**src/hdl/rbht_pkg.sv**
```systemverilog
package rbht_pkg;

  // Quotient bits resolved one per stage once overflow is ruled out
  localparam int QBITS = 31;
  // Divider depth: magnitude stage, overflow stage, one stage per quotient bit
  localparam int DIV_LAT = QBITS + 2;

  localparam int ADDR_W = 5;

  typedef enum logic [2:0] {
    REG_LOW_X  = 3'd0,
    REG_LOW_Y  = 3'd1,
    REG_LOW_Z  = 3'd2,
    REG_HIGH_X = 3'd3,
    REG_HIGH_Y = 3'd4,
    REG_HIGH_Z = 3'd5,
    REG_TOL    = 3'd6
  } reg_idx_t;

  typedef logic [2:0][31:0] vec3_t;

  typedef struct packed {
    logic [QBITS-1:0] qmag;
    logic             ovf;
    logic             neg;
    logic             dzero;
  } div_res_t;

  typedef struct packed {
    vec3_t       org;
    vec3_t       dir;
    logic [31:0] tmin;
    logic [31:0] tmax;
  } side_t;

  function automatic logic [31:0] mag32(input logic [31:0] v);
    return v[31] ? (~v + 32'd1) : v;
  endfunction

endpackage

```
**src/hdl/rbht_div.sv**
```systemverilog
module rbht_div (
  input  logic               clk,
  input  logic               en,
  input  logic [31:0]        bound,
  input  logic [31:0]        org,
  input  logic [31:0]        dir,
  output rbht_pkg::div_res_t res
);
  import rbht_pkg::*;

  logic [32:0] diff;
  logic [32:0] diff_neg;
  logic [31:0] a_nmag;
  logic [31:0] a_dmag;
  logic        a_neg;
  logic        a_dz;

  logic [31:0]      rem  [0:QBITS-1];
  logic [QBITS-1:0] num  [0:QBITS-1];
  logic [31:0]      dm   [0:QBITS-1];
  logic [QBITS-1:0] qq   [1:QBITS];
  logic             ovf  [0:QBITS];
  logic             neg  [0:QBITS];
  logic             dz   [0:QBITS];

  // Numerator magnitude (bound - origin) and divisor magnitude
  assign diff     = {bound[31], bound} - {org[31], org};
  assign diff_neg = ~diff + 33'd1;

  always_ff @(posedge clk) begin
    if (en) begin
      a_nmag <= diff[32] ? diff_neg[31:0] : diff[31:0];
      a_dmag <= mag32(dir);
      a_neg  <= diff[32] ^ dir[31];
      a_dz   <= (dir == 32'd0);
    end
  end

  // Quotient reaches 2^31 exactly when the top numerator bits reach the divisor
  always_ff @(posedge clk) begin
    if (en) begin
      rem[0] <= {15'd0, a_nmag[31:15]};
      num[0] <= {a_nmag[14:0], 16'd0};
      dm[0]  <= a_dmag;
      ovf[0] <= ({15'd0, a_nmag[31:15]} >= a_dmag);
      neg[0] <= a_neg;
      dz[0]  <= a_dz;
    end
  end

  // One restoring step per stage
  for (genvar k = 0; k < QBITS; k++) begin : g_step
    logic [32:0] sh;
    logic [32:0] sub;
    logic        ge;

    assign sh  = {rem[k], num[k][QBITS-1]};
    assign sub = sh - {1'b0, dm[k]};
    assign ge  = (sh >= {1'b0, dm[k]});

    always_ff @(posedge clk) begin
      if (en) begin
        ovf[k+1] <= ovf[k];
        neg[k+1] <= neg[k];
        dz[k+1]  <= dz[k];
      end
    end

    if (k == 0) begin : g_first
      always_ff @(posedge clk) begin
        if (en) begin
          qq[1] <= {{(QBITS-1){1'b0}}, ge};
        end
      end
    end else begin : g_rest
      always_ff @(posedge clk) begin
        if (en) begin
          qq[k+1] <= {qq[k][QBITS-2:0], ge};
        end
      end
    end

    if (k < QBITS - 1) begin : g_carry
      always_ff @(posedge clk) begin
        if (en) begin
          rem[k+1] <= ge ? sub[31:0] : sh[31:0];
          num[k+1] <= {num[k][QBITS-2:0], 1'b0};
          dm[k+1]  <= dm[k];
        end
      end
    end
  end

  assign res.qmag  = qq[QBITS];
  assign res.ovf   = ovf[QBITS];
  assign res.neg   = neg[QBITS];
  assign res.dzero = dz[QBITS];

endmodule

```
**config.mk**
```make
export PLATFORM = sky130hd
export DESIGN_NAME = rbht_div
export DESIGN_NICKNAME = d
export VERILOG_FILES = /design/src/hdl/rbht_pkg.sv /design/src/hdl/rbht_div.sv
export SDC_FILE = /design/constraint.sdc
export NUM_CORES = 2
export LEC_CHECK = 0
export BUFFER_PORTS_ARGS = -buffer_cell sky130_fd_sc_hd__buf_2
export CORE_UTILIZATION = 60
export CTS_CLUSTER_DIAMETER = 120
export CTS_CLUSTER_SIZE = 10
export DETAILED_ROUTE_END_ITERATION = 10
export PLACE_DENSITY = 0.76
export SLEW_MARGIN = 10
export SYNTH_ARGS = -nofsm -noshare
export SYNTH_HDL_FRONTEND = slang
export SYNTH_SLANG_ARGS = --single-unit
```
**constraint.sdc**
```tcl
create_clock -name clk -period 5.6 [get_ports clk]
set_input_delay 0.56 -clock clk [delete_from_list [all_inputs] [get_ports clk]]
set_output_delay 0.56 -clock clk [all_outputs]
set_load 0.02 [all_outputs]
```
# Word-level counts from Yosys, hierarchy flattened
# Memory sizes are Yosys's and may differ from the RTL's.
# Cells that the tools add are included.
# totals
reg_bits,66
ramBits,3971
input_bits,98
out_inout_bits,34
n_memories,7
# mem_list
memory,depth,word_bits,rd,rd_ports_with_merged_regs,wr,line_no,source
dm,31,32,31,0,31,rbht_div.sv:20,logic [31:0] dm [0:QBITS-1];
rem,31,32,31,0,31,rbht_div.sv:18,logic [31:0] rem [0:QBITS-1];
qq,31,31,31,0,31,rbht_div.sv:21,logic [QBITS-1:0] qq [1:QBITS];
num,31,30,31,0,31,rbht_div.sv:19,logic [QBITS-1:0] num [0:QBITS-1];
dz,32,1,32,0,32,rbht_div.sv:24,logic dz [0:QBITS];
neg,32,1,32,0,32,rbht_div.sv:23,logic neg [0:QBITS];
+1 memories,n/a,n/a,n/a,n/a,n/a,n/a,
# op_classes
addsub,33
magnitude_cmp,32
mux,34
n_bitwise,3
reduce_logical,1
# ops
operator,n
$ge A33 B32 Y1,31
$mux W32,31
$sub A32 B32 Y32,30
$add A32 B1 Y32 const B,2
$not A32 Y32,2
$sub A32 B32 Y33,1
$ge A17 B32 Y1,1
$logic_not A32 Y1,1
$mux W31,1
$mux W1,2
$xor A1 B1 Y1,1

# Longest topological paths before layout
# logic_depth
ltp_word,4
depth_mapped,17

# Worst setup path after synthesis
# OpenSTA, ideal clock, no wires.
# synth_path
path_type,input to register
startpoint,input bound[0]
endpoint,register a_nmag[30] (data pin)
arrival_time_ns,3.800
required_time_ns,5.336
slack_ns,1.536
cell_stages,16
n_path_buf,1
path_cell_list,inv_1 -> ha_1 -> inv_1 -> fa_1 -> a211oi_1 -> o21ai_1 -> a31o_2 -> a21o_1 -> buf_2 -> a2111o_1 -> o211a_1 -> or3_1 -> nor4b_4 -> nand3_1 -> o31ai_1 -> xnor2_1
# synth_between
elab_chain_len,4
# synth_rtl
element,line_no,source
from (decl),rbht_div.sv:4,"input logic [31:0] bound,"
$sub A32 B32 Y33 (*),rbht_div.sv:27,"assign diff = {bound[31], bound} - {org[31], org};"
$not A32 Y32,rbht_div.sv:28,assign diff_neg = ~diff + 33'd1;
$add A32 B1 Y32,rbht_div.sv:28,
$mux W32 (*),rbht_div.sv:32,a_nmag <= diff[32] ? diff_neg[31:0] : diff[31:0];
to (signal assigned),rbht_div.sv:32,
to (decl),rbht_div.sv:13,logic [31:0] a_nmag;
# Every way passes the cells marked *; elsewhere a longest branch is shown, timed or not.
# A chain may end at the register's enable or synchronous reset.

==> flow_summary.yaml <==
final_layout:
  flow.area_growth_from_synthesis_pct: 9.20
  fraction_of_final_layout_cells_with_drive_strength_greater_than_1_pct: 10.0
  post-route-util_pct: 65.9
  fin_nets: 13800
  layout.filler_cells: 17900
power_and_ir_drop:
  static-leakage-power_nw: 64.9
  power.ir.vdd_worst_uv: 483
  cellPowerDensity_nw_per_um2: 569
die:
  placementRows: 181
  standard_cell_core_area_um2: 243000
  chip_width_um: 497
  die_y_um: 497
  die-area_um2: 247000
  initial_utilization_pct: 60.4
  io_pins: 132
global_routing:
  overflow: 0
  grt_first_pass_wirelength_um: 530000
  top_usage_layer: "met2"
  grt.met3_usage_pct: 3.56
  met1_usage_pct: 34.8
  met2_usage_pct: 48.7
  antenna_violations_before_repair: 6
  grt_start_max_net_pins: 173
  groute.usage.overall_pct: 27.6
  first_global_vias: 94700
clocking:
  cts_clock_pin_slew_for_the_worst_setup_and_hold_paths_ps: 50
  cts-htree-levels: 5
  tritoncts: "done"
  cts.sink_count: 2747
  cts_root_buffer: "sky130_fd_sc_hd__clkbuf_16"
  insertion_delay_ps: 980
  cts-buffers-inserted: 324
  setup_bufs_post_cts: 0
  cts_max_path_buffers: 4
timing:
  finalMaxSlewViolations: 0
  final.setup_skew_ps: 68.8
  grt_setup_unrepaired: "no"
  hold_slack_ps: 87.5
  timing_hold_violations_final: 0
  layout_worst_path_cycle_share_pct: 85.7
  tightest_pin_transition_ps: 1230
  max_slew_margin_pct: 17.4
  final-setup-viol-count: 0
  clock.fmax_mhz: 208
  layout_min_cycle_time_ps: 4800
  final.setup.tns_ps: 0
setup_path:
  timing_worst_setup_path_type: "reg -> reg"
  critPathArrivalTime_ps: 5450
  timing.critical_path.required_ps: 6250
  worst_r2r_path_depth: 14
  timing.critical_path.max_delay_family: "compound AO/OA/AOI/OAI gates"
  regToRegStartpoint: "dm[2][1]"
  timing.reg2reg.setup_slack_ps: 800
  worst-path-buf-inv: 2
  worst-path-max-fanout: 33
  r2r_end: "rem[1][42]"
  startpoint_type: "register"
  worst_setup_path_end_kind: "register"
  cpMostUsedCell: "sky130_fd_sc_hd__o31ai_1"
  critPathSlowestCell: "sky130_fd_sc_hd__o31ai_1"
  cp_cell_sequence: "inv_1 -> ha_1 -> nor2b_1 -> o21ai_0 -> a21boi_0 -> o31a_1 -> o2111ai_1 -> a21oi_1 -> nor4bb_1 -> o31ai_1 -> o31ai_1 -> a32o_1 -> buf_4 -> mux2_2"
  timing.critical_path.slowest_cell_delay_ps: 510
detailed_routing:
  route.vias.total: 95600
  routedWlPerCell_um: 21.6
  postRouteAntennaNets: 0
  routed_via_density: 6.04
  finalWirelength_um: 342000
  firstDrtPassIters: 9
  detail_route.drc_violations: 0
  drtIter0Drc: 8018
synth:
  synth.ff_latch_count: 2747
  synth_largest_type_area_fraction_pct: 56.2
  synth_async_sr_flop_share_pct: 0
  synthesis.nets: 13400
  yosysSeqAreaShare_pct: 56.2
  synth.distinct_cells: 103
  synth-main-ff-cell: "sky130_fd_sc_hd__edfxtp_1"
  synth.area.top_cells: "sky130_fd_sc_hd__edfxtp_1 56%, sky130_fd_sc_hd__ha_1 8.8%, sky130_fd_sc_hd__mux2_2 4.1%"
  syn_avg_cell_area_um2: 12.0
  syn-instance-count: 12200
  yosysWarningCount: 0
  post_synthesis_instance_area_um2: 147000
  synth-edff-count: 2747
  synth_area_leader_cell: "sky130_fd_sc_hd__edfxtp_1"
flow_run:
  max_cap_viol_count: 0
hold_path:
  whs_endpoint: "a_nmag[0]"
  hold_class: "in -> reg"
  worstHoldPathCells: 3
  timing.hold.worst.start: "org[0]"
placed_design:
  placer_s_final_routability_congestion_estimate: 0.948
  hpwl_um: 251000
  placement.io_buffers: 131
outcome:
  outcome: "complete, no violations"
-- report_power, final --
group | switching, mW | internal, mW | leakage, nW
Sequential | 3.58 | 29.9 | 26.9
Combinational | 21.8 | 17.9 | 33.8
Clock | 7.66 | 10.4 | 4.16
Total | 33.0 | 58.2 | 64.8
-- tightest hold or removal path, stage by stage --
cell                    delay [ps]
sky130_fd_sc_hd__buf_2          80
sky130_fd_sc_hd__ha_1          210
sky130_fd_sc_hd__inv_1          50
-- state kept, by name, summed over array words and instances (netlist names) --
signal / count
a_dmag: 32
rem: 977
dz: 32
ovf: 32
a_neg: 1
a_nmag: 32
a_dz: 1
num: 120
qq: 496
dm: 992
neg: 32
-- cell usage after synthesis (74+ instances only) --
cell type	count
sky130_fd_sc_hd__a21oi_1	850
sky130_fd_sc_hd__a31oi_1	92
sky130_fd_sc_hd__a21boi_0	75
sky130_fd_sc_hd__nor3_1	197
sky130_fd_sc_hd__o21ai_0	648
sky130_fd_sc_hd__a21o_1	411
sky130_fd_sc_hd__nand4_1	128
sky130_fd_sc_hd__nand3_1	197
sky130_fd_sc_hd__inv_1	1353
sky130_fd_sc_hd__o31ai_1	82
sky130_fd_sc_hd__o21bai_1	98
sky130_fd_sc_hd__and3_1	90
sky130_fd_sc_hd__edfxtp_1	2747
sky130_fd_sc_hd__ha_1	1028
sky130_fd_sc_hd__nor2b_1	138
sky130_fd_sc_hd__a211oi_1	74
sky130_fd_sc_hd__nand2b_1	138
sky130_fd_sc_hd__nand2_1	721
sky130_fd_sc_hd__clkbuf_1	133
sky130_fd_sc_hd__xor2_1	256
sky130_fd_sc_hd__nor2_1	644
sky130_fd_sc_hd__mux2_2	541
sky130_fd_sc_hd__xnor2_1	562
sky130_fd_sc_hd__o21a_1	141
-- how the worst max path moves through the flow --
stage,endpoint,cells past startpoint,start
after floorplan,a_nmag[30],16,bound[0]
final,rem[1][42],14,dm[2][1]
after detailed placement,rem[2][195],12,rem[2][162]
after global routing,rem[2][219],13,dm[5][33]
after global placement,a_nmag[30],16,bound[0]
after CTS,rem[2][219],12,rem[2][162]
-- final cells by class --
type	instances	area, µm²	area share (%)
repair buffers	254	1870	1.17
clock inverters	8	118	0.0734
inverters	1354	5080	3.17
flip-flops and latches	2747	82500	51.4
multi-input cells	7917	58400	36.4
clock buffers	333	8330	5.20
well taps	3202	4010	2.50
diodes	3	7.51	0.00468
-- stage by stage --
| stage | setup slack (ps) | area, µm² | power, mW | instances |
|---|---|---|---|---|
| CTS | 891 | 160000 | 91.3 | 15800 |
| finish | 802 | 160000 | 91.2 | 15800 |
| floorplan | 1540 | 147000 | 62.2 | 12200 |
| global placement | 1020 | 152000 | 71.7 | 15400 |
| detailed placement | 967 | 152000 | 72.7 | 15400 |
| global route | 560 | 160000 | 96.7 | 15800 |
-- routing by layer --
| metal | routed length, µm | part of all wire, % |
|---|---|---|
| met2 | 172000 | 50 |
| met5 | 46 | 0.013 |
| met3 | 17200 | 5.0 |
| met1 | 140000 | 41 |
| met4 | 12000 | 3.5 |
-- logic make-up after synthesis --
kind of cell / share of synthesized area (%)
AO/OA/AOI/OAI: 12.4
flip-flops: 56.2
AND/OR/NAND/NOR: 8.37
buffers and inverters: 4.15
adder cells (fa/ha/maj): 9.18
XOR/XNOR: 4.88
multiplexers: 4.80
-- placed cells by master, fill, tap and decap left out, types with 42 or more instances in the layout --
cell type                   instances
sky130_fd_sc_hd__a21o_1           411
sky130_fd_sc_hd__nor3_1           197
sky130_fd_sc_hd__clkbuf_16        333
sky130_fd_sc_hd__mux2_2           541
sky130_fd_sc_hd__a21boi_0          75
sky130_fd_sc_hd__o21ai_0          648
sky130_fd_sc_hd__xor2_1           256
sky130_fd_sc_hd__o211ai_1          47
sky130_fd_sc_hd__nand4_1          128
sky130_fd_sc_hd__o31ai_1           81
sky130_fd_sc_hd__buf_4             75
sky130_fd_sc_hd__a21oi_1          849
sky130_fd_sc_hd__xnor2_1          562
sky130_fd_sc_hd__o21bai_1          98
sky130_fd_sc_hd__edfxtp_1        2747
sky130_fd_sc_hd__nand3_1          197
sky130_fd_sc_hd__and3_1            90
sky130_fd_sc_hd__inv_1           1353
sky130_fd_sc_hd__nor2b_1          138
sky130_fd_sc_hd__buf_2            130
sky130_fd_sc_hd__mux2i_1           57
sky130_fd_sc_hd__ha_1            1028
sky130_fd_sc_hd__nor4_1            50
sky130_fd_sc_hd__or2_2             61
sky130_fd_sc_hd__o21a_1           140
sky130_fd_sc_hd__a211oi_1          71
sky130_fd_sc_hd__nor2_1           644
sky130_fd_sc_hd__or3_1             46
sky130_fd_sc_hd__nand2b_1         138
sky130_fd_sc_hd__nand2_1          721
sky130_fd_sc_hd__and2_1            42
sky130_fd_sc_hd__a31oi_1           90
-- repair_timing --
item | 4_1_cts | 5_1_grt
hold endpoints to repair | 33 | 0
resized for setup | 0 | 0
setup endpoints to repair | 0 | 0
hold buffers | 32 | 0
Power figures use the tool's default switching activity.
